[src/rtl/vplc_pkg.sv]
// ----------------------------------------------------------------------------
// vplc_pkg
// shared types and constants for the visited point loop closure block
// ----------------------------------------------------------------------------
`default_nettype none

package vplc_pkg;

    localparam int MAX_POINTS_DEF = 64;

    localparam int COORD_W = 16;
    localparam int DIST_W  = 32;
    localparam int RAD_W   = 10;
    localparam int TRAV_W  = 16;
    localparam int CFG_W   = 16;
    localparam int CIDX_W  = 2;

    localparam logic [RAD_W-1:0]  RADIUS_RST = RAD_W'(25);
    localparam logic [TRAV_W-1:0] TRAVEL_RST = TRAV_W'(100);

    // configuration register indexes
    localparam logic [CIDX_W-1:0] CFG_RADIUS = 2'd0;
    localparam logic [CIDX_W-1:0] CFG_TRAVEL = 2'd1;
    localparam logic [CIDX_W-1:0] CFG_SIDE   = 2'd2;

    // item function codes
    localparam logic FUNC_ADD   = 1'b0;
    localparam logic FUNC_CHECK = 1'b1;

    typedef enum logic [3:0] {
        S_IDLE   = 4'b0001,
        S_SCAN   = 4'b0010,
        S_DRAIN  = 4'b0100,
        S_FINISH = 4'b1000
    } state_t;

    typedef struct packed {
        logic load;     // latch the item, do the add
        logic scan_rd;  // read the next stored point
        logic finish;   // register the result
    } cmd_t;

    typedef struct packed {
        logic count_zero;
        logic scan_last;
    } status_t;

endpackage

`default_nettype wire

[src/rtl/vplc_ctrl.sv]
// ----------------------------------------------------------------------------
// vplc_ctrl
// sequencer: accepts items, walks the scan and drains the compare pipeline
// ----------------------------------------------------------------------------
`default_nettype none

module vplc_ctrl
    import vplc_pkg::*;
(
    input  wire logic    clk,
    input  wire logic    rst_n,
    input  wire logic    start,
    input  wire logic    func,
    input  wire status_t status,
    output logic         busy,
    output cmd_t         cmd
);

    // scan pipeline has three stages after the memory read
    localparam logic [1:0] DRAIN_LAST = 2'd2;

    state_t     state_reg, state_next;
    logic [1:0] drain_reg, drain_next;

    always_ff @(posedge clk or negedge rst_n)
    begin
        if (!rst_n)
        begin
            state_reg <= S_IDLE;
            drain_reg <= '0;
        end
        else
        begin
            state_reg <= state_next;
            drain_reg <= drain_next;
        end
    end

    always_comb
    begin
        state_next  = state_reg;
        drain_next  = drain_reg;
        cmd         = '0;
        unique case (state_reg)
            S_IDLE:
            begin
                if (start)
                begin
                    cmd.load = 1'b1;
                    if (func == FUNC_ADD || status.count_zero)
                        state_next = S_FINISH;
                    else
                        state_next = S_SCAN;
                end
            end
            S_SCAN:
            begin
                cmd.scan_rd = 1'b1;
                if (status.scan_last)
                begin
                    drain_next = '0;
                    state_next = S_DRAIN;
                end
            end
            S_DRAIN:
            begin
                drain_next = drain_reg + 2'd1;
                if (drain_reg == DRAIN_LAST)
                    state_next = S_FINISH;
            end
            S_FINISH:
            begin
                cmd.finish = 1'b1;
                state_next = S_IDLE;
            end
            default:
            begin
                state_next = S_IDLE;
            end
        endcase
    end

    assign busy = (state_reg != S_IDLE);

endmodule

`default_nettype wire

[config.mk]
export PLATFORM = sky130hd
export DESIGN_NAME = vplc_ctrl
export DESIGN_NICKNAME = d
export VERILOG_FILES = /design/src/rtl/vplc_pkg.sv /design/src/rtl/vplc_ctrl.sv
export SDC_FILE = /design/constraint.sdc
export NUM_CORES = 1
export LEC_CHECK = 0
export BUFFER_PORTS_ARGS = -buffer_cell sky130_fd_sc_hd__buf_2
export CAP_MARGIN = 20
export CORE_AREA = 4 4 41 43
export CTS_CLUSTER_DIAMETER = 60
export DETAILED_ROUTE_END_ITERATION = 12
export DIE_AREA = 0 0 45 47
export PLACE_DENSITY = 0.48
export SLEW_MARGIN = 20
export SYNTH_ARGS = -nofsm -noshare
export SYNTH_HDL_FRONTEND = slang
export SYNTH_SLANG_ARGS = --single-unit
[constraint.sdc]
create_clock -name clk -period 3.7 [get_ports clk]
set_input_delay 0 -clock clk [delete_from_list [all_inputs] [get_ports clk]]
set_output_delay 0 -clock clk [all_outputs]
set_load 0.02 [all_outputs]
==> run metrics <==
status=complete, no violations; Top delay family on crit path=flip-flops; CTS Sinks=6; Multi-input gate area=186 µm²; overall track demand over capacity in global routing=under 10%; WHS=0.0295 ns; met2 Use GR=between 10% and 20%; total number of vias=~290; Min-Delay Path Class=input pin to flip-flop; Syn Inst Count=32; Cell Pwr Density=647 mW/mm²; cts bufs inserted=3; post-route minimum period=between 1.5 and 2 ns; critical path arrival=approximately 1.6 ns; peak supply drop=0.319 mV; final routed DRC violation total=0; CP Class=flip-flop to output port; Cell Area, Placed=417 µm²; nets@finish=55; vias in the first global route=304; Critical Path RT=3.70 ns; Slowest cell on crit path=dfstp_2; RSZ-0062 raised after global routing=no; hpwl dp=638 µm; Fmax achieved=635 MHz; first-pass GRT wire length=1.30 mm; most frequent cells in the layout=9 x buf_2, 5 x dfrtp_1, 4 x inv_1, 4 x nand2_1, 3 x clkbuf_4; setup slack after layout=roughly 2.1 ns; Final Hold Vio Count=0; Pleak=0.000214 µW; syn nets=39; largest net degree at the start of global routing=8; Area Growth Syn to Fin=31.2%; Yosys warnings=0; clock latency on the worst-skew pair=0.24 ns; met3 GRT Util=between 2 and 3%; Top Usage Layer GRT=met2; max reg flops=4; Max-slew headroom=between 70% and 80%; synth unique cells=21; Pre-antenna DRT Iters=4; CP endpoint kind=output port; crit-path cells=nor4b_2, nand2_1, inv_1, buf_2; gpl congestion=0.841; dpl ws=around 2.4 ns; Slew Viols, Final=0; CP Buf/Inv Count=2; initial antenna violation count=0; Final setup viols=0; clock-pin slew reported for the worst setup and hold paths after clock tree synthesis=0.04 ns; Port Buf Inserts=9; TritonCTS clock tree=yes; Post CTS Setup Buffer Count=0; netlist area before placement=353 µm²; grt met1 use=9.91%; n_diodes=0; crit-path max FO=7; post-route cell area=463 µm²; die span in x=45 µm; Post-DRT Antenna Nets=0; GRT Residual Overflow=0; share of cells above drive strength 1=roughly two fifths; delay of the slowest critical-path stage=0.61 ns; Seq/Total Area, Yosys=42.9%; deepest clock path buffer count=2; WL per Instance=12.1 µm; IO Count=10; commonest non-fill, non-tap cell in the layout=buf_2; Worst Tran Pin Value=~0.35 ns; fillers=about 140; DIE HEIGHT=47 µm; post-synthesis average cell area=roughly 11 µm²; Register Area=~150 µm²; WL final=748 µm; drt initial violations=5; Setup TNS=0 ns; CTS root buf=clkbuf_4; #FFs+latches synth=6; # rows=13; Initial Util=27.1%; period utilization=42.6%; die area=approximately 0.0021 mm²; fin util=35.6%; Critical Path Source Type=flip-flop; H-Tree Depth=1; clk_skew=around 0.0017 ns; Core Region=around 0.0013 mm²; Via-to-Cell Ratio=between 4 and 5; Max Cap Viol=0
-- stage by stage --
stage,total power (µW),instances
finish,299,62
global route,322,62
CTS,305,62
detailed placement,235,56
global placement,227,56
floorplan,198,32
-- per-layer routing --
metal  share of wire (%)  routed length, µm
met5                   0                  0
met4                 2.3                 17
met3                 5.1                 38
met2                  50                371
met1                  43                321
-- final timing paths --
| path | from | endpoint | slack [ns] | cells after the start |
|---|---|---|---|---|
| worst min-delay path | start | state_reg[0] | 0.03 | 4 |
| worst min register to register | drain_reg[0] | drain_reg[0] | 0.52 | 2 |
| worst max-delay path | state_reg[0] | cmd[2] | 2.12 | 4 |
| worst max register to register | state_reg[1] | drain_reg[1] | 2.37 | 3 |
| min in group asynchronous | rst_n | state_reg[3] | 0.11 | 2 |
| max in group asynchronous | rst_n | state_reg[0] | 3.37 | 2 |
-- what timing repair did --
| item | in CTS | in global routing |
|---|---|---|
| endpoints found under the hold margin | 7 | 0 |
| gates resized for setup | 0 | 0 |
| hold buffers | 2 | 0 |
-- synth_stat cells --
cell type | n | area [µm²]
a21oi_1 | 1 | 5.00
a22o_1 | 1 | 8.76
and2_1 | 1 | 6.26
dfrtp_1 | 5 | 125
dfstp_2 | 1 | 26.3
ha_1 | 1 | 12.5
inv_1 | 4 | 15.0
nand2_1 | 4 | 15.0
nand2b_1 | 1 | 6.26
nor2_1 | 1 | 3.75
nor3_1 | 1 | 5.00
nor3b_1 | 1 | 7.51
nor4b_1 | 1 | 8.76
nor4b_2 | 2 | 30.0
nor4b_4 | 1 | 23.8
o21ai_1 | 1 | 5.00
o21bai_1 | 1 | 7.51
o22ai_1 | 1 | 6.26
o22ai_2 | 1 | 12.5
o31a_1 | 1 | 8.76
or4b_4 | 1 | 13.8
-- kinds of logic after synthesis --
logic type / synth area share (%)
flip-flops: 42.9
AND/OR/NAND/NOR: 34.0
buffers and inverters: 4.25
adder cells (fa/ha/maj): 3.55
AO/OA/AOI/OAI: 15.2
-- where the power goes --
| part | internal, µW | switching, µW |
|---|---|---|
| Clock | 40.9 | 24.2 |
| Sequential | 90.6 | 30.5 |
| Combinational | 51.2 | 62.0 |
-- area by class of cell --
type | count | share of cell area [%]
Clock buffer | 4 | 5.68
Inverter | 4 | 3.24
Multi-Input combinational cell | 22 | 40.3
Sequential cell | 6 | 32.7
Tap cell | 15 | 4.05
Timing Repair Buffer | 11 | 14.1
-- worst reg2reg max path: cells and delay by family (launching register included) --
family / cells / cell delay [ns]
AND/OR/NAND/NOR: 2 / 0.69
flip-flops: 1 / 0.45
AO/OA/AOI/OAI: 1 / 0.07
(Power assumes the default switching activity.)
